### src/rtl/tma_pkg.sv
// shared constants for the trimmed mean adc voltage block
// no dependencies; used by tma_accum, tma_scale and trimmed_mean_adc_voltage
`default_nettype none

package tma_pkg;

    // default sample width
    localparam int SAMPLE_BITS_DEF = 12;

    // group of samples and trimming
    localparam int GROUP_SIZE = 10;
    localparam int CNT_W      = $clog2(GROUP_SIZE);
    localparam int TRIM_SHIFT = 3;   // divide by 8

    // millivolt conversion: mean * VREF_MV * ratio / 2**FULL_SCALE_LOG2
    localparam int VREF_MV         = 2500;
    localparam int BATTERY_RATIO   = 3;
    localparam int FULL_SCALE_LOG2 = 12;
    localparam int SCALE_W         = 13;
    localparam int SCALE_PLAIN     = VREF_MV;
    localparam int SCALE_BATTERY   = VREF_MV * BATTERY_RATIO;

    // result field widths
    localparam int MV_W   = 13;
    localparam int MEAN_W = 12;

endpackage

`default_nettype wire

### src/rtl/tma_accum.sv
// running sum, minimum and maximum over a group of samples
// uses tma_pkg; hands the finished group on to tma_scale
`default_nettype none

module tma_accum #(
    parameter int SAMPLE_BITS = tma_pkg::SAMPLE_BITS_DEF
) (
    input  wire logic                     i_clk,
    input  wire logic                     i_rst_n,
    // sample channel
    input  wire logic                     i_valid,
    output logic                          o_stall,
    input  wire logic [SAMPLE_BITS-1:0]   i_sample,
    input  wire logic                     i_battery,
    // finished group
    output logic                          o_grp_valid,
    input  wire logic                     i_grp_stall,
    output logic [SAMPLE_BITS+3:0]        o_grp_sum,
    output logic [SAMPLE_BITS-1:0]        o_grp_min,
    output logic [SAMPLE_BITS-1:0]        o_grp_max,
    output logic                          o_grp_battery
);

    localparam int SUM_W = SAMPLE_BITS + 4;
    localparam logic [tma_pkg::CNT_W-1:0] LAST_CNT = tma_pkg::CNT_W'(tma_pkg::GROUP_SIZE - 1);

    logic [tma_pkg::CNT_W-1:0] r_count, n_count;
    logic [SUM_W-1:0]          r_sum, n_sum;
    logic [SAMPLE_BITS-1:0]    r_min, n_min;
    logic [SAMPLE_BITS-1:0]    r_max, n_max;

    logic                      r_grp_valid;
    logic [SUM_W-1:0]          r_grp_sum;
    logic [SAMPLE_BITS-1:0]    r_grp_min;
    logic [SAMPLE_BITS-1:0]    r_grp_max;
    logic                      r_grp_battery;

    logic w_accept;
    logic w_last;
    logic w_grp_free;

    assign w_grp_free = !r_grp_valid || !i_grp_stall;
    assign o_stall    = !w_grp_free;
    assign w_accept   = i_valid && w_grp_free;
    assign w_last     = (r_count == LAST_CNT);

    always_comb begin
        n_sum   = r_sum + SUM_W'(i_sample);
        n_min   = (i_sample < r_min) ? i_sample : r_min;
        n_max   = (i_sample > r_max) ? i_sample : r_max;
        n_count = r_count + 1'b1;
    end

    // group state
    always_ff @(posedge i_clk) begin
        if (!i_rst_n) begin
            r_count <= '0;
            r_sum   <= '0;
            r_min   <= '1;
            r_max   <= '0;
        end else if (w_accept) begin
            if (w_last) begin
                r_count <= '0;
                r_sum   <= '0;
                r_min   <= '1;
                r_max   <= '0;
            end else begin
                r_count <= n_count;
                r_sum   <= n_sum;
                r_min   <= n_min;
                r_max   <= n_max;
            end
        end
    end

    // finished group hand-off
    always_ff @(posedge i_clk) begin
        if (!i_rst_n) begin
            r_grp_valid <= 1'b0;
        end else if (w_grp_free) begin
            r_grp_valid <= w_accept && w_last;
        end
    end

    always_ff @(posedge i_clk) begin
        if (w_accept && w_last) begin
            r_grp_sum     <= n_sum;
            r_grp_min     <= n_min;
            r_grp_max     <= n_max;
            r_grp_battery <= i_battery;
        end
    end

    assign o_grp_valid   = r_grp_valid;
    assign o_grp_sum     = r_grp_sum;
    assign o_grp_min     = r_grp_min;
    assign o_grp_max     = r_grp_max;
    assign o_grp_battery = r_grp_battery;

endmodule

`default_nettype wire

### src/rtl/tma_scale.sv
// trimmed mean and millivolt conversion of one finished group
// uses tma_pkg; fed by tma_accum, drives the result channel
`default_nettype none

module tma_scale #(
    parameter int SAMPLE_BITS = tma_pkg::SAMPLE_BITS_DEF
) (
    input  wire logic                         i_clk,
    input  wire logic                         i_rst_n,
    // finished group
    input  wire logic                         i_grp_valid,
    output logic                              o_grp_stall,
    input  wire logic [SAMPLE_BITS+3:0]       i_grp_sum,
    input  wire logic [SAMPLE_BITS-1:0]       i_grp_min,
    input  wire logic [SAMPLE_BITS-1:0]       i_grp_max,
    input  wire logic                         i_grp_battery,
    // result channel
    output logic                              o_valid,
    input  wire logic                         i_stall,
    output logic [tma_pkg::MV_W-1:0]          o_millivolts,
    output logic [tma_pkg::MEAN_W-1:0]        o_trimmed_mean
);

    localparam int SUM_W  = SAMPLE_BITS + 4;
    localparam int PROD_W = SAMPLE_BITS + tma_pkg::SCALE_W;
    localparam int WIDE_W = SAMPLE_BITS + tma_pkg::MEAN_W;

    // mean stage
    logic                      r_m_valid;
    logic [SAMPLE_BITS-1:0]    r_m_mean;
    logic                      r_m_battery;
    // result stage
    logic                      r_o_valid;
    logic [tma_pkg::MV_W-1:0]  r_o_mv;
    logic [tma_pkg::MEAN_W-1:0] r_o_mean;

    logic                      w_out_free;
    logic                      w_m_free;
    logic [SUM_W-1:0]          w_diff;
    logic [SUM_W-1:0]          w_diff_sh;
    logic [tma_pkg::SCALE_W-1:0] w_scale;
    logic [PROD_W-1:0]         w_prod;
    logic [PROD_W-1:0]         w_prod_sh;
    logic [WIDE_W-1:0]         w_mean_wide;

    function automatic logic [tma_pkg::SCALE_W-1:0] battery_scale(input logic battery);
        logic [tma_pkg::SCALE_W-1:0] sel;
        sel = battery ? tma_pkg::SCALE_W'(tma_pkg::SCALE_BATTERY)
                      : tma_pkg::SCALE_W'(tma_pkg::SCALE_PLAIN);
        return sel;
    endfunction

    assign w_out_free  = !r_o_valid || !i_stall;
    assign w_m_free    = !r_m_valid || w_out_free;
    assign o_grp_stall = !w_m_free;

    // sum less one minimum and one maximum, then divide by 8
    assign w_diff    = i_grp_sum - SUM_W'(i_grp_min) - SUM_W'(i_grp_max);
    assign w_diff_sh = w_diff >> tma_pkg::TRIM_SHIFT;

    always_ff @(posedge i_clk) begin
        if (!i_rst_n) begin
            r_m_valid <= 1'b0;
        end else if (w_m_free) begin
            r_m_valid <= i_grp_valid;
        end
    end

    always_ff @(posedge i_clk) begin
        if (w_m_free && i_grp_valid) begin
            r_m_mean    <= w_diff_sh[SAMPLE_BITS-1:0];
            r_m_battery <= i_grp_battery;
        end
    end

    // mean * 2500 * ratio / 4096
    assign w_scale     = battery_scale(r_m_battery);
    assign w_prod      = PROD_W'(r_m_mean) * PROD_W'(w_scale);
    assign w_prod_sh   = w_prod >> tma_pkg::FULL_SCALE_LOG2;
    assign w_mean_wide = {{tma_pkg::MEAN_W{1'b0}}, r_m_mean};

    always_ff @(posedge i_clk) begin
        if (!i_rst_n) begin
            r_o_valid <= 1'b0;
        end else if (w_out_free) begin
            r_o_valid <= r_m_valid;
        end
    end

    always_ff @(posedge i_clk) begin
        if (w_out_free && r_m_valid) begin
            r_o_mv   <= w_prod_sh[tma_pkg::MV_W-1:0];
            r_o_mean <= w_mean_wide[tma_pkg::MEAN_W-1:0];
        end
    end

    assign o_valid        = r_o_valid;
    assign o_millivolts   = r_o_mv;
    assign o_trimmed_mean = r_o_mean;

endmodule

`default_nettype wire

### src/rtl/trimmed_mean_adc_voltage.sv
// top level: olympic trimmed mean of ten adc samples, in millivolts
// uses tma_pkg, tma_accum and tma_scale
// throughput: one sample per cycle while o_stall is low; one result per ten samples
// the result for a group is registered in the group hand-off, mean and result stages in turn
// the register stages (group hand-off, mean, result) each hold while stalled
// reset: synchronous, active low; clears the group, sets battery_channel to 1
`default_nettype none

module trimmed_mean_adc_voltage #(
    parameter int SAMPLE_BITS = tma_pkg::SAMPLE_BITS_DEF
) (
    input  wire logic                          i_clk,
    input  wire logic                          i_rst_n,
    // configuration: battery_channel
    input  wire logic                          i_cfg_we,
    input  wire logic                          i_cfg_wdata,
    // sample items
    input  wire logic                          i_valid,
    output logic                               o_stall,
    input  wire logic [SAMPLE_BITS-1:0]        i_sample,
    // result items
    output logic                               o_valid,
    input  wire logic                          i_stall,
    output logic [tma_pkg::MV_W-1:0]           o_millivolts,
    output logic [tma_pkg::MEAN_W-1:0]         o_trimmed_mean
);

    // battery channel select, 1 means input behind a divide-by-three
    logic r_battery;

    // finished group between the accumulator and the scaler
    logic                   w_grp_valid;
    logic                   w_grp_stall;
    logic [SAMPLE_BITS+3:0] w_grp_sum;
    logic [SAMPLE_BITS-1:0] w_grp_min;
    logic [SAMPLE_BITS-1:0] w_grp_max;
    logic                   w_grp_battery;

    always_ff @(posedge i_clk) begin
        if (!i_rst_n) begin
            r_battery <= 1'b1;
        end else if (i_cfg_we) begin
            r_battery <= i_cfg_wdata;
        end
    end

    // sum, min and max per group; snapshot on the tenth item
    tma_accum #(
        .SAMPLE_BITS (SAMPLE_BITS)
    ) u_accum (
        .i_clk         (i_clk),
        .i_rst_n       (i_rst_n),
        .i_valid       (i_valid),
        .o_stall       (o_stall),
        .i_sample      (i_sample),
        .i_battery     (r_battery),
        .o_grp_valid   (w_grp_valid),
        .i_grp_stall   (w_grp_stall),
        .o_grp_sum     (w_grp_sum),
        .o_grp_min     (w_grp_min),
        .o_grp_max     (w_grp_max),
        .o_grp_battery (w_grp_battery)
    );

    // trim, divide by 8, then scale to millivolts
    tma_scale #(
        .SAMPLE_BITS (SAMPLE_BITS)
    ) u_scale (
        .i_clk          (i_clk),
        .i_rst_n        (i_rst_n),
        .i_grp_valid    (w_grp_valid),
        .o_grp_stall    (w_grp_stall),
        .i_grp_sum      (w_grp_sum),
        .i_grp_min      (w_grp_min),
        .i_grp_max      (w_grp_max),
        .i_grp_battery  (w_grp_battery),
        .o_valid        (o_valid),
        .i_stall        (i_stall),
        .o_millivolts   (o_millivolts),
        .o_trimmed_mean (o_trimmed_mean)
    );

endmodule

`default_nettype wire

### config.mk
export PLATFORM = sky130hd
export DESIGN_NAME = trimmed_mean_adc_voltage
export DESIGN_NICKNAME = d
export VERILOG_FILES = /design/src/rtl/tma_pkg.sv /design/src/rtl/tma_accum.sv /design/src/rtl/tma_scale.sv /design/src/rtl/trimmed_mean_adc_voltage.sv
export SDC_FILE = /design/constraint.sdc
export NUM_CORES = 1
export LEC_CHECK = 0
export BUFFER_PORTS_ARGS = -buffer_cell sky130_fd_sc_hd__buf_2
export CAP_MARGIN = 20
export CORE_AREA = 2 2 196 198
export DETAILED_ROUTE_END_ITERATION = 8
export DIE_AREA = 0 0 198 200
export PLACE_DENSITY = 0.43
export SYNTH_ARGS = -nofsm -noshare
export SYNTH_HDL_FRONTEND = slang
export SYNTH_SLANG_ARGS = --single-unit
### constraint.sdc
create_clock -name i_clk -period 6.1 [get_ports i_clk]
set_clock_uncertainty 0.2 [all_clocks]
set_input_delay 0.915 -clock i_clk [delete_from_list [all_inputs] [get_ports i_clk]]
set_output_delay 0.915 -clock i_clk [all_outputs]
set_load 0.01 [all_outputs]
Word level (Yosys, flattened, before mapping)

Cells that the tools add are included.

Add/subtract/negate cells: 4
$mul: 1
Divide/modulo/power cells: 0
Order comparisons: 2
Equal/unequal tests: 1
Shifts and indexed selects: 0
Muxes and demuxes: 7
Bitwise operators: 0
Reduce and logical (&&, ||, !) cells: 12

Operator list:

| operator              | count |
|---|---|
| $mux W12              | 4 |
| $sub A15 B12 Y15      | 2 |
| $mul A12 B13 Y25      | 1 |
| $add A16 B12 Y16      | 1 |
| $mux W16              | 1 |
| $mux W13              | 1 |
| $gt A12 B12 Y1        | 1 |
| $lt A12 B12 Y1        | 1 |
| $logic_not A1 Y1      | 5 |
| $add A4 B1 Y4 const B | 1 |
| $eq A4 B4 Y1 const B  | 1 |
| $logic_and A1 B1 Y1   | 4 |
| $mux W4               | 1 |
| $logic_or A1 B1 Y1    | 3 |

Flip-flop bits (word level): 126
Latch bits: 0
RAM bits: 0
ROM bits: 0
Input bits: 18
Output and inout bits: 27
Logic and storage cells: 43
Memories kept: 0

Depth between registers and ports, before layout

Gate-level depths: netlist of the first run.

Depth in word-level cells: 6
Gate-level depth with buffers: 19
Mapped depth without buffers: 18

Modules after synthesis

From an unflattened synthesis of the first run, not the netlist that was laid out.

Cells, all modules: 862
Area total of the unflattened synthesis: 9364.0 um^2

By module, submodules not included:

| module                   | instances | cells an instance | area each (um^2) | sequential area each (um^2) |
|---|---|---|---|---|
| tma_scale                | 1         | 463               | 5008.6           | 1181.1 |
| tma_accum                | 1         | 396               | 4321.6           | 2132.0 |
| trimmed_mean_adc_voltage | 1         | 3                 | 33.8             | 20.0 |

Worst setup path after synthesis of the first run

OpenSTA, ideal clock, no wires.

Path kind: register -> register
Start point: register u_scale.r_m_battery
End point: register u_scale.r_o_mv, in the netlist u_scale.o_millivolts[7] (data pin)
Setup time: 258 ps
Arrival: 5026 ps
Data required time: 5642 ps
Path slack: 617 ps
Stages on the path, launching flop included: 20
Path buffers: 1
Clock period less this slack: 5483 ps
Cell sequence: edfxtp_1 -> clkbuf_1 -> nor2b_1 -> fa_1 -> inv_1 -> fa_1 -> fa_1 -> inv_1 -> fa_1 -> inv_1 -> fa_1 -> inv_1 -> ha_1 -> a21o_1 -> a21o_1 -> a32o_2 -> o41a_1 -> a21o_1 -> a21oi_2 -> xnor2_1

Cells in the longest elaborated chain, start to end: 2

Ends and longest elaborated chain:

| element                      | RTL line        | text |
|---|---|---|
| start: declaration           | tma_scale.sv:31 | `logic r_m_battery;` |
| start signal: assignment     | tma_scale.sv:72 | `r_m_battery <= i_grp_battery;` |
| $mux W13                     | tma_scale.sv:48 | `sel = battery ? tma_pkg::SCALE_W'(tma_pkg::SCALE_BATTERY)` |
| $mul A12 B13 Y25             | tma_scale.sv:78 | `assign w_prod = PROD_W'(r_m_mean) * PROD_W'(w_scale);` |
| named net u_scale.w_prod[19] | tma_scale.sv:42 | `logic [PROD_W-1:0] w_prod;` |
| end signal: assignment       | tma_scale.sv:92 | `r_o_mv <= w_prod_sh[tma_pkg::MV_W-1:0];` |
| end: declaration             | tma_scale.sv:34 | `logic [tma_pkg::MV_W-1:0] r_o_mv;` |

The timed path passes the listed nets, and every way through them passes these cells.
A chain may end at the register's enable or synchronous reset.

Worst setup path in the final report of the first run

Start point: register u_scale.r_m_battery
End point: register u_scale.r_o_mv, in the netlist u_scale.o_millivolts[12] (data pin)

The elaborated chain is that of the path after synthesis.

==> summary.md, run 1 <==
| Metric | Value |
|---|---|
| Status | `completed` |
| Post-route DRC | `0` |
| Overall die width | `198 um` |
| Number of antenna violations at the first check in global routing | `0` |
| RePlAce Congestion | `0.766` |
| Count of TritonRoute iterations in the first routing pass | `6` |
| Multi-input gate area | `0.00533 sq mm` |
| Core ar. | `0.0374 sq mm` |
| Leading cell types by count after synthesis | `sky130_fd_sc_hd__inv_1 (157), sky130_fd_sc_hd__ha_1 (122), sky130_fd_sc_hd__edfxtp_1 (78), sky130_fd_sc_hd__fa_1 (65), sky130_fd_sc_hd__dfxtp_1 (47)` |
| Port bufs | `44` |
| Number of hold-slack violations in the final timing report | `0` |
| Wire length of the first global-routing pass | `32,500 um` |
| Share of synthesized area occupied by flip-flops and latches | `35.6%` |
| Cell count after synthesis | `866` |
| LEAKAGE | `4.82 nW` |
| Setup WS pre-CTS | `0.289 ns` |
| Worst max-slew margin expressed relative to the limit | `36.0%` |
| Detailed router's first-iteration violation count | `227` |
| Critical path class | `reg2reg` |
| Transition time at the pin with the least slew margin | `0.957 ns` |
| Fin util | `28.6%` |
| Chip height | `200 um` |
| Maximum clock path buffer count | `2` |
| Req. time, crit path | `6.09 ns` |
| Vias | `5,902` |
| Critical Path End Type | `flip-flop` |
| Most frequent cell after synthesis | `sky130_fd_sc_hd__inv_1` |
| Clock slew at the register clock pins of the worst setup and hold paths | `0.06 ns` |
| CTS Root Buffer Type | `sky130_fd_sc_hd__clkbuf_16` |
| FF-to-FF setup slack | `0.37 ns` |
| RR Endpoint | `u_scale.o_millivolts[12]` |
| Pins over their slew limit | `0` |
| Cell area after synthesis | `0.00924 sq mm` |
| Number of nets with antenna violations after detailed routing | `0` |
| Number of cell rows | `71` |
| Total of warnings raised by yosys | `0` |
| Clock insertion delay at the later pin of the skew report | `0.43 ns` |
| Antenna diode instance count | `0` |
| Launching element type of the critical path | `flip-flop` |
| Source of the critical timing path | `u_scale.r_m_battery` |
| Initial Utilization | `24.7%` |
| VDD IR-drop max | `0.216 mV` |
| Post-CTS Resized | `0` |
| Setup repair after global routing missed its margin | `false` |
| Top-level I/O count | `45` |
| CTS sink count | `125` |
| Average detailed-routed wire length per instance | `13.5 um` |
| Number of global-route vias before repair | `6,195` |
| Area used by sequential logic in the layout | `0.00328 sq mm` |
| Maximum number of pins on one net before global-route repair | `26` |
| H-tree level count | `4` |
| Routed via count divided by cell count | `4.08` |
| Overall routed net length | `19,500 um` |
| Total negative slack | `0 ns` |
| Period Utilization, post-route | `94.0%` |
| Final Worst Setup Slack | `0.365 ns` |
| Mean instance size in the synthesized netlist | `10.7 sq um` |
| Worst Path Max Fanout | `14` |
| Post-detailed-placement half-perimeter wirelength | `15,600 um` |
| Number of unique standard cell types used by synthesis | `52` |
| Crit path DAT | `5.72 ns` |
| Fraction of final layout cells with drive strength greater than 1 | `9.84%` |
| Number of enable flip-flop cells after synthesis | `78` |
| Net Count, Synth | `1,071` |
| Maximum achievable frequency | `0.174 GHz` |
| TritonCTS Buffers | `17` |
| Total global routing overflow | `0` |
| Type of the most critical hold path | `reg2reg` |
| Total of max-cap violations | `0` |
| TritonCTS clock tree | `yes` |
| Primary flip-flop cell chosen by synthesis mapping | `sky130_fd_sc_hd__edfxtp_1` |
| Number of nets in the finished design | `1,127` |
| R2r worst-path depth | `16` |
| Post-synthesis async set-or-reset flop share | `0%` |
| Layout overhead on the synthesized area | `15.9%` |
| Fraction of synthesized cell area taken by the top area cell type | `25.4%` |
| Die outline area | `0.0396 sq mm` |
| Setup fix buffers added after clock tree synthesis | `0` |
| Fillers | `3,944` |
| Endpoints failing setup | `0` |
| Final worst path period need | `5.73 ns` |
| Source of the worst register-to-register timing path | `u_scale.r_m_battery` |
| PD cells | `208 mW/mm^2` |
| Dominant cells by area after synthesis | `sky130_fd_sc_hd__edfxtp_1 (25%), sky130_fd_sc_hd__ha_1 (17%), sky130_fd_sc_hd__fa_1 (14%)` |
| Overall Power | `2.23 mW` |
| Overall global routing resource usage | `10.7%` |
| End of the critical path | `u_scale.o_millivolts[12]` |
| Post-synthesis register bit count | `125` |
| # hold bufs at CTS | `0` |
| Post-synth top area cell | `sky130_fd_sc_hd__edfxtp_1` |
[stage by stage]
stage               hold slack, ns  cell area (sq um)  instances
finish                       0.255              10700       1446
CTS                          0.262              10700       1446
global placement             0.247              10100       1414
detailed placement           0.252              10100       1414
floorplan                    0.200               9240        866
global route                 0.279              10700       1446
[power breakdown]
part           internal (mW)  switching, mW
logic                  0.110          0.141
clock network          0.607          0.416
registers              0.932         0.0210
total                   1.65          0.578
[layout by cell type (no fill, tap or decap), types with 8 or more instances in the layout]
cell	netlist	layout
sky130_fd_sc_hd__clkbuf_16	0	20
sky130_fd_sc_hd__ha_1	122	122
sky130_fd_sc_hd__a21oi_1	26	26
sky130_fd_sc_hd__mux2_1	11	11
sky130_fd_sc_hd__mux2i_1	12	12
sky130_fd_sc_hd__nand4_1	8	8
sky130_fd_sc_hd__nand2b_1	8	8
sky130_fd_sc_hd__nand3_1	8	8
sky130_fd_sc_hd__nor2b_1	31	31
sky130_fd_sc_hd__a21o_1	18	18
sky130_fd_sc_hd__and2_1	14	14
sky130_fd_sc_hd__o21ai_1	33	33
sky130_fd_sc_hd__o21ai_0	13	13
sky130_fd_sc_hd__xnor2_1	29	29
sky130_fd_sc_hd__nand2_1	46	46
sky130_fd_sc_hd__xor2_1	9	9
sky130_fd_sc_hd__dfxtp_1	47	47
sky130_fd_sc_hd__edfxtp_1	78	78
sky130_fd_sc_hd__buf_2	3	44
sky130_fd_sc_hd__a22o_1	17	17
sky130_fd_sc_hd__o21a_1	11	11
sky130_fd_sc_hd__fa_1	65	65
sky130_fd_sc_hd__nor2_1	27	26
sky130_fd_sc_hd__inv_1	157	157
[critical path: stages (launching register included)]
cell                       delay [ns]
sky130_fd_sc_hd__edfxtp_1        0.57
sky130_fd_sc_hd__buf_4           0.26
sky130_fd_sc_hd__nor2b_1         0.14
sky130_fd_sc_hd__fa_1            0.44
sky130_fd_sc_hd__fa_1            0.48
sky130_fd_sc_hd__fa_1            0.52
sky130_fd_sc_hd__fa_1            0.55
sky130_fd_sc_hd__inv_1           0.06
sky130_fd_sc_hd__fa_1            0.52
sky130_fd_sc_hd__inv_1           0.04
sky130_fd_sc_hd__ha_1            0.33
sky130_fd_sc_hd__o21ai_0         0.17
sky130_fd_sc_hd__nand2b_1        0.11
sky130_fd_sc_hd__a311o_1         0.35
sky130_fd_sc_hd__a31oi_1         0.39
sky130_fd_sc_hd__o221ai_1        0.19
sky130_fd_sc_hd__xnor2_1         0.15
[logic make-up after synthesis]
| family | after synthesis | synth area share (%) |
|---|---|---|
| mux | 23 | 2.64 |
| buf+inv | 171 | 6.99 |
| fa+ha+maj | 187 | 30.6 |
| xor+xnor | 38 | 3.60 |
| simple gates | 162 | 8.90 |
| flops | 125 | 35.6 |
| compound gates | 160 | 11.7 |
[layout make-up]
cell class,instances,area share (%)
clock inverters,10,0.643
repair buffers,51,2.55
flip-flops and latches,125,30.7
well taps,511,5.97
clock buffers,22,4.84
inverters,157,5.51
multi-input cells,570,49.8
[flip-flops by register name, summed over array words and instances, names as in the netlist]
signal / count
u_accum.r_count: 4
u_accum.o_grp_min: 12
u_accum.o_grp_valid: 1
r_battery: 1
u_accum.r_sum: 15
u_scale.o_trimmed_mean: 12
u_accum.o_grp_sum: 15
u_scale.r_m_battery: 1
u_accum.o_grp_battery: 1
u_accum.r_min: 12
u_scale.o_millivolts: 13
u_scale.r_m_valid: 1
u_scale.r_m_mean: 12
u_accum.o_grp_max: 12
u_accum.r_max: 12
u_scale.o_valid: 1
[worst min-delay path by stage]
stage / start / endpoint / slack [ns] / cells past startpoint
2_1_floorplan: u_accum.o_grp_battery / u_scale.r_m_battery / 0.20 / 0
3_3_place_gp: r_battery / u_accum.o_grp_battery / 0.25 / 0
3_5_place_dp: r_battery / u_accum.o_grp_battery / 0.25 / 0
4_1_cts: r_battery / u_accum.o_grp_battery / 0.26 / 0
5_1_grt: r_battery / u_accum.o_grp_battery / 0.28 / 0
6_report: r_battery / u_accum.o_grp_battery / 0.26 / 0
[metal layers]
layer | vias to the layer above | GRT usage [%] | part of all wire (%) | wire, um
met5 | - | 0 | 0 | 0
met4 | 0 | 2.73 | 1.1 | 206
met3 | 14 | 2.20 | 2.2 | 422
met2 | 51 | 18.3 | 47 | 9180
met1 | 2764 | 13.7 | 50 | 9690
li1 | 3073 | - | - | -
(Power assumes the default switching activity.)
==> inputs of run 2 (changes only) <==
--- a/config.mk
+++ b/config.mk
@@ -10,7 +10,6 @@
 export CORE_AREA = 2 2 196 198
 export DETAILED_ROUTE_END_ITERATION = 8
 export DIE_AREA = 0 0 198 200
-export PLACE_DENSITY = 0.43
 export SYNTH_ARGS = -nofsm -noshare
 export SYNTH_HDL_FRONTEND = slang
 export SYNTH_SLANG_ARGS = --single-unit
==> summary.md, run 2 (synthesis results as in run 1) <==
| Metric | Value |
|---|---|
| Average detailed-routed wire length per instance | `12.8 um (-5.4%)` |
| Wire length of the first global-routing pass | `30,600 um (-5.8%)` |
| Period Utilization, post-route | `93.9% (-0.13 points)` |
| Count of TritonRoute iterations in the first routing pass | `4 (-2)` |
| Clock insertion delay at the later pin of the skew report | `0.44 ns (about the same)` |
| Post-CTS Resized | `0 (unchanged)` |
| Fillers | `3,879 (-1.6%)` |
| Overall global routing resource usage | `10.0% (-0.64 points)` |
| Maximum achievable frequency | `0.175 GHz (+0.14%)` |
| CTS Root Buffer Type | `sky130_fd_sc_hd__clkbuf_16` |
| Fraction of final layout cells with drive strength greater than 1 | `9.64% (-0.20 points)` |
| Number of nets with antenna violations after detailed routing | `0 (unchanged)` |
| Number of hold-slack violations in the final timing report | `0 (unchanged)` |
| TritonCTS Buffers | `17 (unchanged)` |
| Type of the most critical hold path | `reg2reg` |
| Setup repair after global routing missed its margin | `false` |
| Critical path buffer and inverter count | `5 (+2)` |
| Total negative slack | `0 ns (unchanged)` |
| Transition time at the pin with the least slew margin | `0.922 ns (-0.0355 ns)` |
| Vias | `6,086 (+3.1%)` |
| Overall routed net length | `18,400 um (-5.5%)` |
| Detailed router's first-iteration violation count | `297 (+31%)` |
| Status | `completed` |
| Clock slew at the register clock pins of the worst setup and hold paths | `0.06 ns (about the same)` |
| Antenna diode instance count | `0 (unchanged)` |
| Final worst path period need | `5.73 ns (-0.00794 ns)` |
| Cell-by-cell trace of the critical path | `buf_4, and2_1, ha_1, inv_1, fa_1, fa_1, inv_1, fa_1, inv_1, fa_1, inv_1, ha_1, a21o_1, a21o_1, a32o_2, o41a_1, a21o_1, a21oi_2, xnor2_1` |
| Req. time, crit path | `6.08 ns (about the same)` |
| VDD IR-drop max | `0.206 mV (-4.5%)` |
| Most common cell after layout, fill and taps aside | `sky130_fd_sc_hd__inv_1` |
| TritonCTS clock tree | `yes` |
| Worst Path Max Fanout | `15 (+1)` |
| Endpoints failing setup | `0 (unchanged)` |
| Critical path class | `reg2reg` |
| Post-route DRC | `0 (unchanged)` |
| Critical Path End Type | `flip-flop` |
| Die outline area | `0.0396 sq mm (unchanged)` |
| Pins over their slew limit | `0 (unchanged)` |
| Number of nets in the finished design | `1,126 (-0.089%)` |
| Maximum clock path buffer count | `2 (unchanged)` |
| Top-level I/O count | `45 (unchanged)` |
| Maximum number of pins on one net before global-route repair | `30 (+15%)` |
| Chip height | `200 um (unchanged)` |
| Initial Utilization | `24.7% (unchanged)` |
| Post-detailed-placement half-perimeter wirelength | `14,700 um (-6.2%)` |
| CTS sink count | `125 (unchanged)` |
| Crit path DAT | `5.71 ns (about the same)` |
| LEAKAGE | `4.80 nW (-0.41%)` |
| RePlAce Congestion | `0.825 (+7.7%)` |
| CP max stage delay | `0.64 ns (+0.07 ns)` |
| H-tree level count | `4 (unchanged)` |
| Routed via count divided by cell count | `4.21 (+3.2%)` |
| Core ar. | `0.0374 sq mm (unchanged)` |
| Launching element type of the critical path | `flip-flop` |
| Worst max-slew margin expressed relative to the limit | `38.4% (+2.4 points)` |
| Standard cell with the maximum stage delay on the critical path | `sky130_fd_sc_hd__edfxtp_1` |
| Port bufs | `44 (unchanged)` |
| Number of antenna violations at the first check in global routing | `0 (unchanged)` |
| Most used cells in the layout excluding fill and tap cells | `sky130_fd_sc_hd__inv_1 (157), sky130_fd_sc_hd__ha_1 (122), sky130_fd_sc_hd__edfxtp_1 (78)` |
| Kind of cell with the highest combined delay on the critical path | `adder cells` |
| Setup fix buffers added after clock tree synthesis | `0 (unchanged)` |
| Layout overhead on the synthesized area | `15.6%` |
| PD cells | `207 mW/mm^2 (-0.68%)` |
| # hold bufs at CTS | `0 (unchanged)` |
| Number of cell rows | `71 (unchanged)` |
| Overall die width | `198 um (unchanged)` |
| Total of max-cap violations | `0 (unchanged)` |
| Total global routing overflow | `0 (unchanged)` |
| Number of global-route vias before repair | `6,095 (-1.6%)` |
| Overall Power | `2.21 mW (-0.92%)` |
## run 2: changes by cell type in the layout (fill, tap and decap cells not counted), moves of 2 or more
cell / change
sky130_fd_sc_hd__clkinv_4: +2
sky130_fd_sc_hd__buf_4: -2
sky130_fd_sc_hd__inv_4: -3
sky130_fd_sc_hd__bufinv_16: +2
sky130_fd_sc_hd__clkbuf_16: -3
## run 2: worst reg2reg max path, stage by stage (launching register included)
cell                       delay [ns]
sky130_fd_sc_hd__edfxtp_1        0.64
sky130_fd_sc_hd__buf_4           0.26
sky130_fd_sc_hd__and2_1          0.17
sky130_fd_sc_hd__ha_1            0.19
sky130_fd_sc_hd__inv_1           0.08
sky130_fd_sc_hd__fa_1            0.44
sky130_fd_sc_hd__fa_1            0.54
sky130_fd_sc_hd__inv_1           0.05
sky130_fd_sc_hd__fa_1            0.47
sky130_fd_sc_hd__inv_1           0.05
sky130_fd_sc_hd__fa_1            0.52
sky130_fd_sc_hd__inv_1           0.04
sky130_fd_sc_hd__ha_1            0.36
sky130_fd_sc_hd__a21o_1          0.20
sky130_fd_sc_hd__a21o_1          0.19
sky130_fd_sc_hd__a32o_2          0.25
sky130_fd_sc_hd__o41a_1          0.36
sky130_fd_sc_hd__a21o_1          0.23
sky130_fd_sc_hd__a21oi_2         0.15
sky130_fd_sc_hd__xnor2_1         0.08
## run 2: power by group
| part | switching (mW) | internal, mW | leakage, nW |
|---|---|---|---|
| registers | 0.0208 | 0.932 | 1.09 |
| logic | 0.140 | 0.110 | 3.43 |
| clock network | 0.402 | 0.602 | 0.282 |
| total | 0.562 | 1.64 | 4.80 |
## run 2: final timing paths
kind / slack [ns] / cells past startpoint / from / to
max: 0.37 / 19 / u_scale.r_m_battery / u_scale.o_millivolts[7]
min: 0.26 / 0 / u_accum.o_grp_battery / u_scale.r_m_battery
max reg2reg: 0.37 / 19 / u_scale.r_m_battery / u_scale.o_millivolts[7]
min reg2reg: 0.26 / 0 / u_accum.o_grp_battery / u_scale.r_m_battery
## run 2: metal layers
metal  wire length [um]  up-vias  GRT usage (%)
met5                  0        -              0
met4                324        0           3.65
met3                710       23           2.20
met2               8480       92           16.4
met1               8920     2899           13.1
li1                   -     3072              -
## run 2: area by class of cell
cell class / count / area (sq um) / share of cell area [%]
Clock buffer: 19 / 433 / 4.05
Clock inverter: 13 / 140 / 1.31
Inverter: 157 / 589 / 5.52
Multi-Input combinational cell: 570 / 5320 / 49.9
Sequential cell: 125 / 3280 / 30.7
Tap cell: 511 / 639 / 5.99
Timing Repair Buffer: 50 / 269 / 2.52
## run 2: stage by stage
stage	hold slack, ns	worst slack, ns	area, sq um	cells	utilization, %
after floorplan	0.200	0.617	9240	866	-
after global placement	0.249	0.533	10100	1411	27.0
after detailed placement	0.255	0.402	10100	1412	27.0
after CTS	0.277	0.385	10700	1444	28.5
after global routing	0.277	0.0763	10700	1445	28.6
final	0.263	0.373	10700	1445	28.6
